`src/hw/rtl/imufp_pkg.sv`:
```
// ============================================================================
// imufp_pkg
// Shared widths, frame codes and parse phases for the IMU frame parser.
// ============================================================================
package imufp_pkg;

    // Data bytes between the type byte and the checksum byte
    localparam int unsigned PAYLOAD_BYTES = 8;
    localparam int unsigned COUNT_W       = $clog2(PAYLOAD_BYTES);

    // Field widths
    localparam int unsigned BYTE_W = 8;
    localparam int unsigned TYPE_W = 7;
    localparam int unsigned WORD_W = 16;

    // Frame type range and sync default
    localparam logic [BYTE_W-1:0] TYPE_LOW   = 8'h50;
    localparam logic [BYTE_W-1:0] TYPE_HIGH  = 8'h5A;
    localparam logic [BYTE_W-1:0] TYPE_ANGLE = 8'h53;
    localparam logic [BYTE_W-1:0] SYNC_RESET = 8'h55;

    // Parse phases
    localparam logic [1:0] PH_HUNT  = 2'd0;
    localparam logic [1:0] PH_TYPE  = 2'd1;
    localparam logic [1:0] PH_DATA  = 2'd2;
    localparam logic [1:0] PH_CHECK = 2'd3;

    // Register bus
    localparam int unsigned PADDR_W = 3;
    localparam int unsigned PDATA_W = 32;
    localparam logic        REG_SYNC = 1'b0;   // word index of sync_byte

endpackage

```
`src/hw/rtl/imufp_if.sv`:
```
// ============================================================================
// imufp_if
// Valid/ready channels: received bytes in, decoded frames out.
// ============================================================================
interface imufp_byte_if;
    logic                          valid;
    logic                          ready;
    logic [imufp_pkg::BYTE_W-1:0]  rx_byte;

    modport source (output valid, output rx_byte, input ready);
    modport sink   (input valid, input rx_byte, output ready);
endinterface

interface imufp_frame_if;
    logic                                valid;
    logic                                ready;
    logic        [imufp_pkg::TYPE_W-1:0] frame_type;
    logic signed [imufp_pkg::WORD_W-1:0] word_x;
    logic signed [imufp_pkg::WORD_W-1:0] word_y;
    logic signed [imufp_pkg::WORD_W-1:0] word_z;
    logic        [imufp_pkg::WORD_W-1:0] word_extra;

    modport source (output valid, output frame_type, output word_x, output word_y,
                    output word_z, output word_extra, input ready);
    modport sink   (input valid, input frame_type, input word_x, input word_y,
                    input word_z, input word_extra, output ready);
endinterface

```
`src/hw/rtl/imufp_apb_regs.sv`:
```
// ============================================================================
// imufp_apb_regs
// APB register slave holding the sync byte.
// ============================================================================
module imufp_apb_regs (
    input  logic                              i_clk,
    input  logic                              i_rst_n,
    input  logic                              psel,
    input  logic                              penable,
    input  logic                              pwrite,
    input  logic [imufp_pkg::PADDR_W-1:0]     paddr,
    input  logic [imufp_pkg::PDATA_W-1:0]     pwdata,
    output logic [imufp_pkg::PDATA_W-1:0]     prdata,
    output logic                              pready,
    output logic [imufp_pkg::BYTE_W-1:0]      o_sync_byte
);

    logic [imufp_pkg::BYTE_W-1:0] r_sync;
    logic                         w_sel_sync;
    logic                         w_wr;

    // Byte-lane bits of the address are ignored
    assign w_sel_sync = (paddr[imufp_pkg::PADDR_W-1] == imufp_pkg::REG_SYNC);
    assign w_wr       = psel && penable && pwrite;
    assign pready     = 1'b1;

    // Sync byte register
    always_ff @(posedge i_clk) begin
        if (!i_rst_n) begin
            r_sync <= imufp_pkg::SYNC_RESET;
        end else if (w_wr && w_sel_sync) begin
            r_sync <= pwdata[imufp_pkg::BYTE_W-1:0];
        end
    end

    // Read mux
    always_comb begin
        prdata = '0;
        if (w_sel_sync) begin
            prdata[imufp_pkg::BYTE_W-1:0] = r_sync;
        end
    end

    assign o_sync_byte = r_sync;

endmodule

```
`src/hw/rtl/imu_frame_parser_sum_check.sv`:
```
// ============================================================================
// imu_frame_parser_sum_check
// Serial sensor frame parser with an 8-bit modular sum check.
// ============================================================================
// Usage:
//   i_rx carries one received serial byte per beat. The parser hunts for the
//   sync byte (APB register at address 0, reset 0x55), then expects a type
//   byte 0x50..0x5A, eight data bytes and a checksum byte equal to the 8-bit
//   sum of sync, type and data. A bad type drops back to hunting without
//   re-testing that byte as sync; a bad checksum drops the frame silently.
//   o_frame carries one beat per good frame: its type and four little-endian
//   16-bit words (x, y, z signed; extra raw).
// Timing:
//   One byte per cycle unless a stalled beat holds the checksum byte.
//   The frame beat is valid the cycle after the checksum byte is taken; the
//   phase, running sum and byte counter update in the same cycle as each byte.
// Reset and stall:
//   Reset (synchronous, active low) returns to hunting and empties the output
//   register. While a frame beat waits on o_frame, bytes are still taken in
//   every phase except the checksum phase, which waits for the output slot.
// ============================================================================
module imu_frame_parser_sum_check (
    input  logic                              i_clk,
    input  logic                              i_rst_n,
    imufp_byte_if.sink                        i_rx,
    imufp_frame_if.source                     o_frame,
    input  logic                              psel,
    input  logic                              penable,
    input  logic                              pwrite,
    input  logic [imufp_pkg::PADDR_W-1:0]     paddr,
    input  logic [imufp_pkg::PDATA_W-1:0]     pwdata,
    output logic [imufp_pkg::PDATA_W-1:0]     prdata,
    output logic                              pready
);

    logic [imufp_pkg::BYTE_W-1:0]  w_sync;

    logic [1:0]                    r_phase, n_phase;
    logic [imufp_pkg::TYPE_W-1:0]  r_kind,  n_kind;
    logic [imufp_pkg::COUNT_W-1:0] r_count, n_count;
    logic [imufp_pkg::BYTE_W-1:0]  r_sum,   n_sum;
    logic [imufp_pkg::BYTE_W-1:0]  r_payload [imufp_pkg::PAYLOAD_BYTES];

    logic                          r_out_valid;
    logic [imufp_pkg::TYPE_W-1:0]  r_out_type;
    logic [imufp_pkg::WORD_W-1:0]  r_out_x, r_out_y, r_out_z, r_out_extra;

    logic                          w_fire;
    logic                          w_type_ok;
    logic                          w_load;
    logic [imufp_pkg::BYTE_W-1:0]  w_byte;

    // Register slave
    imufp_apb_regs u_regs (
        .i_clk       (i_clk),
        .i_rst_n     (i_rst_n),
        .psel        (psel),
        .penable     (penable),
        .pwrite      (pwrite),
        .paddr       (paddr),
        .pwdata      (pwdata),
        .prdata      (prdata),
        .pready      (pready),
        .o_sync_byte (w_sync)
    );

    // Input handshake: only the checksum beat needs a free output slot
    assign i_rx.ready = !r_out_valid || o_frame.ready || (r_phase != imufp_pkg::PH_CHECK);
    assign w_fire     = i_rx.valid && i_rx.ready;
    assign w_byte     = i_rx.rx_byte;
    assign w_type_ok  = w_byte inside {[imufp_pkg::TYPE_LOW:imufp_pkg::TYPE_HIGH]};
    assign w_load     = w_fire && (r_phase == imufp_pkg::PH_CHECK) && (w_byte == r_sum);

    // Parse phase, running sum, counter
    always_comb begin
        n_phase = r_phase;
        n_kind  = r_kind;
        n_count = r_count;
        n_sum   = r_sum;
        if (w_fire) begin
            case (r_phase)
                imufp_pkg::PH_HUNT: begin
                    if (w_byte == w_sync) begin
                        n_sum   = w_byte;
                        n_phase = imufp_pkg::PH_TYPE;
                    end
                end
                imufp_pkg::PH_TYPE: begin
                    if (w_type_ok) begin
                        n_kind  = w_byte[imufp_pkg::TYPE_W-1:0];
                        n_sum   = r_sum + w_byte;
                        n_count = '0;
                        n_phase = imufp_pkg::PH_DATA;
                    end else begin
                        n_phase = imufp_pkg::PH_HUNT;
                    end
                end
                imufp_pkg::PH_DATA: begin
                    n_sum   = r_sum + w_byte;
                    n_count = r_count + 1'b1;
                    if (r_count == imufp_pkg::COUNT_W'(imufp_pkg::PAYLOAD_BYTES - 1)) begin
                        n_phase = imufp_pkg::PH_CHECK;
                    end
                end
                default: begin
                    n_count = '0;
                    n_phase = imufp_pkg::PH_HUNT;
                end
            endcase
        end
    end

    always_ff @(posedge i_clk) begin
        if (!i_rst_n) begin
            r_phase <= imufp_pkg::PH_HUNT;
            r_kind  <= '0;
            r_count <= '0;
            r_sum   <= '0;
        end else begin
            r_phase <= n_phase;
            r_kind  <= n_kind;
            r_count <= n_count;
            r_sum   <= n_sum;
        end
    end

    // Payload capture
    always_ff @(posedge i_clk) begin
        if (w_fire && (r_phase == imufp_pkg::PH_DATA)) begin
            r_payload[r_count] <= w_byte;
        end
    end

    // Output register
    always_ff @(posedge i_clk) begin
        if (!i_rst_n) begin
            r_out_valid <= 1'b0;
        end else if (w_load) begin
            r_out_valid <= 1'b1;
        end else if (o_frame.ready) begin
            r_out_valid <= 1'b0;
        end
    end

    always_ff @(posedge i_clk) begin
        if (w_load) begin
            r_out_type  <= r_kind;
            r_out_x     <= {r_payload[1], r_payload[0]};
            r_out_y     <= {r_payload[3], r_payload[2]};
            r_out_z     <= {r_payload[5], r_payload[4]};
            r_out_extra <= {r_payload[7], r_payload[6]};
        end
    end

    assign o_frame.valid      = r_out_valid;
    assign o_frame.frame_type = r_out_type;
    assign o_frame.word_x     = $signed(r_out_x);
    assign o_frame.word_y     = $signed(r_out_y);
    assign o_frame.word_z     = $signed(r_out_z);
    assign o_frame.word_extra = r_out_extra;

    // Checks
    a_no_overwrite: assert property (@(posedge i_clk) disable iff (!i_rst_n)
        w_load |-> (!r_out_valid || o_frame.ready))
        else $error("frame beat overwritten while stalled");

    a_kind_range: assert property (@(posedge i_clk) disable iff (!i_rst_n)
        (r_phase == imufp_pkg::PH_DATA || r_phase == imufp_pkg::PH_CHECK) |->
        ({1'b0, r_kind} >= imufp_pkg::TYPE_LOW && {1'b0, r_kind} <= imufp_pkg::TYPE_HIGH))
        else $error("frame kind out of range during frame");

    a_sync_seen: assert property (@(posedge i_clk) disable iff (!i_rst_n)
        (w_fire && r_phase == imufp_pkg::PH_HUNT && w_byte == w_sync) |=>
        (r_phase == imufp_pkg::PH_TYPE && r_sum == $past(w_byte)))
        else $error("sync byte not taken");

    a_check_after_data: assert property (@(posedge i_clk) disable iff (!i_rst_n)
        (r_phase == imufp_pkg::PH_CHECK) |-> (r_count == '0))
        else $error("checksum phase reached with partial payload");

    a_load_from_check: assert property (@(posedge i_clk) disable iff (!i_rst_n)
        w_load |=> (r_out_valid && r_phase == imufp_pkg::PH_HUNT))
        else $error("frame beat not presented after good checksum");

endmodule
```
`src/flat_wrapper.sv`:
```
// flat-port wrapper written by rule: the top's interface ports become plain ports
module imu_frame_parser_sum_check_flat 
  (i_clk, i_rst_n, psel, penable, pwrite, paddr, pwdata, prdata, pready, i_rx_valid, i_rx_rx_byte, i_rx_ready, o_frame_valid, o_frame_frame_type, o_frame_word_x, o_frame_word_y, o_frame_word_z, o_frame_word_extra, o_frame_ready);
  imufp_byte_if i_rx_i ();
  imufp_frame_if o_frame_i ();
  input  logic i_clk;
  input  logic i_rst_n;
  input  logic psel;
  input  logic penable;
  input  logic pwrite;
  input  logic [imufp_pkg::PADDR_W-1:0] paddr;
  input  logic [imufp_pkg::PDATA_W-1:0] pwdata;
  output logic [imufp_pkg::PDATA_W-1:0] prdata;
  output logic pready;
  input wire logic [$bits(i_rx_i.valid)-1:0] i_rx_valid;
  input wire logic [$bits(i_rx_i.rx_byte)-1:0] i_rx_rx_byte;
  output wire logic [$bits(i_rx_i.ready)-1:0] i_rx_ready;
  output wire logic [$bits(o_frame_i.valid)-1:0] o_frame_valid;
  output wire logic [$bits(o_frame_i.frame_type)-1:0] o_frame_frame_type;
  output wire logic [$bits(o_frame_i.word_x)-1:0] o_frame_word_x;
  output wire logic [$bits(o_frame_i.word_y)-1:0] o_frame_word_y;
  output wire logic [$bits(o_frame_i.word_z)-1:0] o_frame_word_z;
  output wire logic [$bits(o_frame_i.word_extra)-1:0] o_frame_word_extra;
  input wire logic [$bits(o_frame_i.ready)-1:0] o_frame_ready;
  assign i_rx_i.valid = i_rx_valid;
  assign i_rx_i.rx_byte = i_rx_rx_byte;
  assign i_rx_ready = i_rx_i.ready;
  assign o_frame_valid = o_frame_i.valid;
  assign o_frame_frame_type = o_frame_i.frame_type;
  assign o_frame_word_x = o_frame_i.word_x;
  assign o_frame_word_y = o_frame_i.word_y;
  assign o_frame_word_z = o_frame_i.word_z;
  assign o_frame_word_extra = o_frame_i.word_extra;
  assign o_frame_i.ready = o_frame_ready;
  imu_frame_parser_sum_check u_core (.i_clk(i_clk), .i_rst_n(i_rst_n), .i_rx(i_rx_i), .o_frame(o_frame_i), .psel(psel), .penable(penable), .pwrite(pwrite), .paddr(paddr), .pwdata(pwdata), .prdata(prdata), .pready(pready));
endmodule
```
`config.mk`:
```
export PLATFORM = sky130hd
export DESIGN_NAME = imu_frame_parser_sum_check_flat
export DESIGN_NICKNAME = d
export VERILOG_FILES = /design/src/hw/rtl/imufp_pkg.sv /design/src/hw/rtl/imufp_if.sv /design/src/hw/rtl/imufp_apb_regs.sv /design/src/hw/rtl/imu_frame_parser_sum_check.sv /design/src/flat_wrapper.sv
export SDC_FILE = /design/constraint.sdc
export NUM_CORES = 1
export LEC_CHECK = 0
export BUFFER_PORTS_ARGS = -buffer_cell sky130_fd_sc_hd__buf_2
export CAP_MARGIN = 20
export CELL_PAD_IN_SITES_DETAIL_PLACEMENT = 0
export CELL_PAD_IN_SITES_GLOBAL_PLACEMENT = 1
export CORE_ASPECT_RATIO = 1.5
export CORE_MARGIN = 2
export CORE_UTILIZATION = 46
export CTS_CLUSTER_SIZE = 24
export DETAILED_ROUTE_END_ITERATION = 10
export PLACE_DENSITY_LB_ADDON = 0.12
export SKIP_LAST_GASP = 1
export SYNTH_ARGS = -nofsm -noshare
export SYNTH_HDL_FRONTEND = slang
export SYNTH_HIERARCHICAL = 1
export SYNTH_SLANG_ARGS = --single-unit
```
`constraint.sdc`:
```
create_clock -name i_clk -period 16.5 [get_ports i_clk]
set_input_delay 0 -clock i_clk [delete_from_list [all_inputs] [get_ports i_clk]]
set_output_delay 0 -clock i_clk [all_outputs]
set_load 0.05 [all_outputs]
```
Word-level counts from Yosys, hierarchy flattened
Memories as Yosys holds them, arrays and structs flattened. A register that Yosys moved wholly into a read port is not among the register bits.
Index checks and enable logic that the tools add are counted.
{"block": "word_totals", "output_inout_bits": 106, "wordCells": 56, "mem_count": 1, "regBits": 36, "ram_bits": 64}
{"block": "op_classes", "n_eq_ne": 10, "n_reduce_logical": 18, "muxes": 14, "add_sub_neg": 2, "n_bitwise": 2, "magnitude_cmp": 2}
{"name": "u_core.r_payload", "depth": 8, "width": 8, "read_ports": 8, "rd_clocked_by_memory_dff": 8, "wr": 1, "line": "imu_frame_parser_sum_check.sv:42", "text": "logic [imufp_pkg::BYTE_W-1:0] r_payload [imufp_pkg::PAYLOAD_BYTES];"}
{"operator": "$mux W8", "n": 3}
{"operator": "$pmux W8 S3", "n": 1}
{"operator": "$eq A8 B8 Y1", "n": 2}
{"operator": "$pmux W3 S3", "n": 1}
{"operator": "$reduce_and A3 Y1", "n": 3}
{"operator": "$add A8 B8 Y8", "n": 1}
{"operator": "$ge A8 B7 Y1 const B", "n": 1}
{"operator": "$le A8 B7 Y1 const B", "n": 1}
{"operator": "$logic_and A1 B1 Y1", "n": 8}
{"operator": "$mux W2", "n": 3}
{"operator": "$ne A2 B1 Y1 const B", "n": 3}
{"operator": "$pmux W2 S3", "n": 1}
{"operator": "$eq A2 B2 Y1 const B", "n": 2}
{"operator": "$mux W1", "n": 4}
{"operator": "$reduce_and A4 Y1", "n": 1}
{"operator": "$add A3 B1 Y3 const B", "n": 1}
{"operator": "$eq A3 B3 Y1 const B", "n": 1}
{"operator": "$mux W3", "n": 1}
{"operator": "$reduce_bool A3 Y1", "n": 1}
{"operator": "$eq A2 B1 Y1 const B", "n": 1}
{"operator": "$logic_not A2 Y1", "n": 1}
{"operator": "$logic_or A1 B1 Y1", "n": 2}
{"operator": "$ne A2 B2 Y1 const B", "n": 1}
{"operator": "$not A1 Y1", "n": 2}
{"operator": "other kinds (2)", "n": 2}

Longest topological paths before layout
{"block": "depth", "word_depth": 7, "mapped_depth": 9, "mapped_depth_nobuf": 9}

Hierarchy
The synthesis kept the hierarchy.
{"mod": "imu_frame_parser_sum_check", "area_per_inst_um2": 5539.1, "cells_per_inst": 314, "n_inst": 1}
{"mod": "imufp_apb_regs", "area_per_inst_um2": 610.6, "cells_per_inst": 70, "n_inst": 1}

Least setup slack after synthesis
No wires, ideal clock.
{"block": "synth_path", "kind": "reg-to-reg", "startpoint": "reg u_core.r_out_valid (netlist: u_core/o_frame.valid)", "endpoint": "reg u_core.r_out_type (netlist bit u_core/o_frame.frame_type[0]), enable pin", "path_buffers": 0, "t_arrival_ps": 6185, "stages_incl_launch_ff": 5, "path_slack_ps": 9725, "t_required_ps": 15910, "synth_period_minus_slack_ps": 6775, "setup_ps": 590, "path_cell_list": "dfxtp_1 nor2b_1 nand2_1 nand2_1 nor3_1"}
{"block": "synth_between", "elab_chain_len": 6}
{"item": "start: declaration", "line": "imu_frame_parser_sum_check.sv:44", "text": "logic r_out_valid;"}
{"item": "start signal: assignment", "line": "imu_frame_parser_sum_check.sv:137", "text": "r_out_valid <= 1'b0;"}
{"item": "start signal: assignment", "line": "imu_frame_parser_sum_check.sv:139", "text": "r_out_valid <= 1'b1;"}
{"item": "start signal: assignment", "line": "imu_frame_parser_sum_check.sv:141", "text": "r_out_valid <= 1'b0;"}
{"item": "$logic_not A1 Y1", "line": "imu_frame_parser_sum_check.sv:68", "text": "assign i_rx.ready = !r_out_valid || o_frame.ready || (r_phase != imufp_pkg::PH_CHECK);"}
{"item": "$logic_or A1 B1 Y1 (2 in series)", "line": "imu_frame_parser_sum_check.sv:68"}
{"item": "via i_rx_ready", "line": "flat_wrapper.sv:17", "text": "output wire logic [$bits(i_rx_i.ready)-1:0] i_rx_ready;"}
{"item": "$logic_and A1 B1 Y1", "line": "imu_frame_parser_sum_check.sv:69", "text": "assign w_fire = i_rx.valid && i_rx.ready;"}
{"item": "$logic_and A1 B1 Y1 (2 in series)", "line": "imu_frame_parser_sum_check.sv:72", "text": "assign w_load = w_fire && (r_phase == imufp_pkg::PH_CHECK) && (w_byte == r_sum);"}
{"item": "via u_core.w_load", "line": "imu_frame_parser_sum_check.sv:50", "text": "logic w_load;"}
{"item": "end signal: assignment", "line": "imu_frame_parser_sum_check.sv:147", "text": "r_out_type <= r_kind;"}
{"item": "end: declaration", "line": "imu_frame_parser_sum_check.sv:45", "text": "logic [imufp_pkg::TYPE_W-1:0] r_out_type;"}
The timed path passes the listed nets, and every way through them passes these cells.
A chain may end at the register's enable or synchronous reset.

Final worst setup path
{"block": "layout_path", "startpoint": "in i_rx_rx_byte[4]", "endpoint": "reg u_core.r_out_extra (netlist bit u_core/o_frame.word_extra[8]) (read register of u_core.r_payload), enable pin"}
{"block": "layout_between", "elab_chain_len": 2}
{"item": "start: declaration", "line": "flat_wrapper.sv:16", "text": "input wire logic [$bits(i_rx_i.rx_byte)-1:0] i_rx_rx_byte;"}
{"item": "$eq A8 B8 Y1", "line": "imu_frame_parser_sum_check.sv:72"}
{"item": "$logic_and A1 B1 Y1", "line": "imu_frame_parser_sum_check.sv:72"}
{"item": "via u_core.w_load", "line": "imu_frame_parser_sum_check.sv:50"}
{"item": "end: declaration", "line": "imu_frame_parser_sum_check.sv:46", "text": "logic [imufp_pkg::WORD_W-1:0] r_out_x, r_out_y, r_out_z, r_out_extra;"}
The timed path passes the listed nets, and every way through them passes these cells.

==> impl_metrics.ini <==
[status]
status = complete, no violations

[floorplan]
dieArea_mm2 = 0.01433
start_util_pct = 47.24
die_w_um = 98.41
rows = 51
die_y_um = 145.6
io_pins = 156
placeableCoreArea_mm2 = 0.01302

[sta]
fin_setup_tns_ns = 0
min_period_over_period_pct = 14.88
finClkSkew_ns = 0.01251
hold_viol_final = 0
max_freq_mhz = 407.3
rsz0062_at_grt = no
finalSetupViolations = 0
worst_pin_slew_ns = 0.9390
fin_crit_ns = 2.455
slew_headroom_pct = 37.40
final-max-slew-violation-count = 0

[critical_path]
crit_path_end_kind = flip-flop
r2r_cells = 5
arrival_ns = 2.48
crit_type = input port to flip-flop
crit_path_start_kind = input port
slowest_stage = buf_4
path_cells = dlygate4sd3_1 > buf_2 > ha_1 > nor4_1 > nand2_1 > nor3_2 > buf_4
worstPathMaxFanout = 72
required_ns = 16.52
slowest_delay_ns = 0.69

[synthesis]
synthArstFlopShare_pct = 0
synth_simple_gate_area_share_pct = 8.932
synth_compound_area_share_pct = 3.235
yosys.area.top_type_share_pct = 65.92
avgSynthCellArea_um2 = 16.01
synth_top_area_cell = edfxtp_1
seq_area_frac_synth_pct = 75.36
synthTopCellsByCount = edfxtp_1 (135), dfxtp_1 (29), buf_4 (26)
synthTopCellsByArea = edfxtp_1 (66%), dfxtp_1 (9.4%), buf_4 (3.2%), mux2i_1 (3.1%), ha_1 (2.6%)
synthAdderAreaFrac_pct = 2.970
netlist_area_mm2 = 0.006150
synth_xor_area_share_pct = 1.994
syn_inst = 384
synth_mux_area_share_pct = 3.093
synth_top_family_by_area = simple AND/OR/NAND/NOR gates
synth_cell_type_count = 45
synth_flop_cell = edfxtp_1
synth-edff-count = 135
synth.most_common_cell = edfxtp_1
ys_ff_latch = 164
yosysWarningCount = 6

[cells_and_area]
final_core_util_pct = 57.15
n_antenna_cell = 0
syn2layout_area_growth_pct = 20.98
layout-drive-gt1-share_pct = 29.03
final_cell_area_mm2 = 0.007440
nets = 578

[worst_hold_path]
hold_path.class = input port to flip-flop
holdPathStages = 1

[detailed_routing]
routed_wl_um = 10890
wl_met3_um = 502
wl_per_cell_um = 15.87
top_layer_used = met4
vias_per_cell = 4.794
wl_met2_um = 5787
route.antenna.remaining_nets = 0
drc = 0
first_pass_iters = 4
drt-initial-drc-count = 171
routedLengthMet1_um = 4473
via_count = 3289

[clock_network]
htree_num_levels = 4
cts.sinks = 164
post_cts_buffers = 0
cts-buffers-inserted = 17
cts_buffer_depth = 2
ctsResizeCount = 0
cts_tree = done
clkLatencyLatePin_ns = 0.41
clk_root_buffer_cell = clkbuf_16
cts.clk_slew.worst_paths_ns = 0.06

[power_and_ir_drop]
power.density_mw_per_mm2 = 114.0
leakagePower_nw = 2.761
max-vdd-ir-drop_uv = 70.08

[run]
drv_cap = 0

[global_route]
grt_usage_pct = 15.49
grt_max_degree = 73
overflow = 0
grt_pass1_vias = 3259
grt_antenna_before_repair = 0
grt_pass1_wl_um = 16880

[placed_design]
placed_area_mm2 = 0.006734
io_buffers = 104
hpwl_um = 7156
gp_congestion = 0.7966
## final timing paths
kind	from	to	slack, ns
max	i_rx_rx_byte[4]	u_core/o_frame.word_extra[8]	14.05
min	i_rx_rx_byte[5]	u_core/r_payload[1][5]	0.006
max reg2reg	u_core/r_sum[5]	u_core/o_frame.word_extra[8]	14.06
min reg2reg	u_core/r_payload[0][2]	u_core/o_frame.word_x[2]	0.41
## per-stage QoR
stage | hold WS (ns) | total power [mW] | worst slack [ns] | cells
final | 0.005748 | 0.8479 | 14.05 | 686
after detailed placement | 0.2550 | 0.4888 | 14.05 | 639
after global placement | 0.2513 | 0.4884 | 14.10 | 639
after CTS | 0.001637 | 0.8563 | 14.05 | 683
after global routing | 0.004201 | 0.8765 | 13.84 | 686
after floorplan | 0.09887 | 0.4832 | 9.725 | 407
## critical path: cells and delay by family
kind          cells  cell delay (ns)
buf+inv           3             1.52
simple gates      3             0.50
fa+ha+maj         1             0.36
## registers in the layout, summed over array words and instances (netlist names), 2 cells and up
| signal | flops |
|---|---|
| u_core/o_frame.frame_type | 7 |
| u_core/r_sum | 8 |
| u_core/r_phase | 2 |
| u_core/r_payload | 64 |
| u_core/o_frame.word_x | 16 |
| u_core/o_frame.word_y | 16 |
| u_core/r_kind | 7 |
| u_core/o_frame.word_z | 16 |
| u_core/o_frame.word_extra | 16 |
| u_core/u_regs/o_sync_byte | 8 |
| u_core/r_count | 3 |
## cell families after synthesis
logic type	after synthesis
other cells	2
fa+ha+maj	14
buf+inv	40
compound gates	30
flops	164
xor+xnor	14
simple gates	101
mux	19
## layout make-up
| class | count | area (um2) |
|---|---|---|
| clock buffers | 17 | 425.4 |
| repair buffers | 120 | 668.1 |
| clock inverters | 15 | 140.1 |
| well taps | 159 | 198.9 |
| flip-flops and latches | 164 | 4634 |
| inverters | 8 | 30.03 |
| multi-input cells | 203 | 1343 |
| fillers | 1041 | 5578 |
## power by group
group / total (mW) / leakage [nW] / switching (mW) / internal (mW)
Sequential: 0.445 / 1.47 / 0.000494 / 0.444
Combinational: 0.0368 / 1.03 / 0.0273 / 0.00945
Clock: 0.366 / 0.267 / 0.167 / 0.199
Total: 0.848 / 2.76 / 0.195 / 0.653
## what timing repair did
action                                  4_1_cts  5_1_grt
endpoints found under the setup margin        0        0
hold buffers                                 12        1
endpoints found under the hold margin        18        1
## layer usage
layer	vias up	track usage, %
li1	1612	-
met5	-	0
met3	10	4.659
met4	0	5.411
met2	97	27.76
met1	1570	17.31
## placed cells by master, fill, tap and decap left out, drive strengths merged, types with 5 or more instances in the layout
cell / n
o21ai: 7
and2b: 8
edfxtp: 135
nand3: 6
xnor2: 11
nand2b: 9
buf: 107
mux2i: 19
nor2: 27
nor2b: 10
ha: 13
nor3: 5
inv: 14
clkinv: 5
a21oi: 10
conb: 25
dfxtp: 29
nand2: 19
dlygate4sd3: 13
clkbuf: 17
Note: power is estimated with default switching activity, not from simulation.
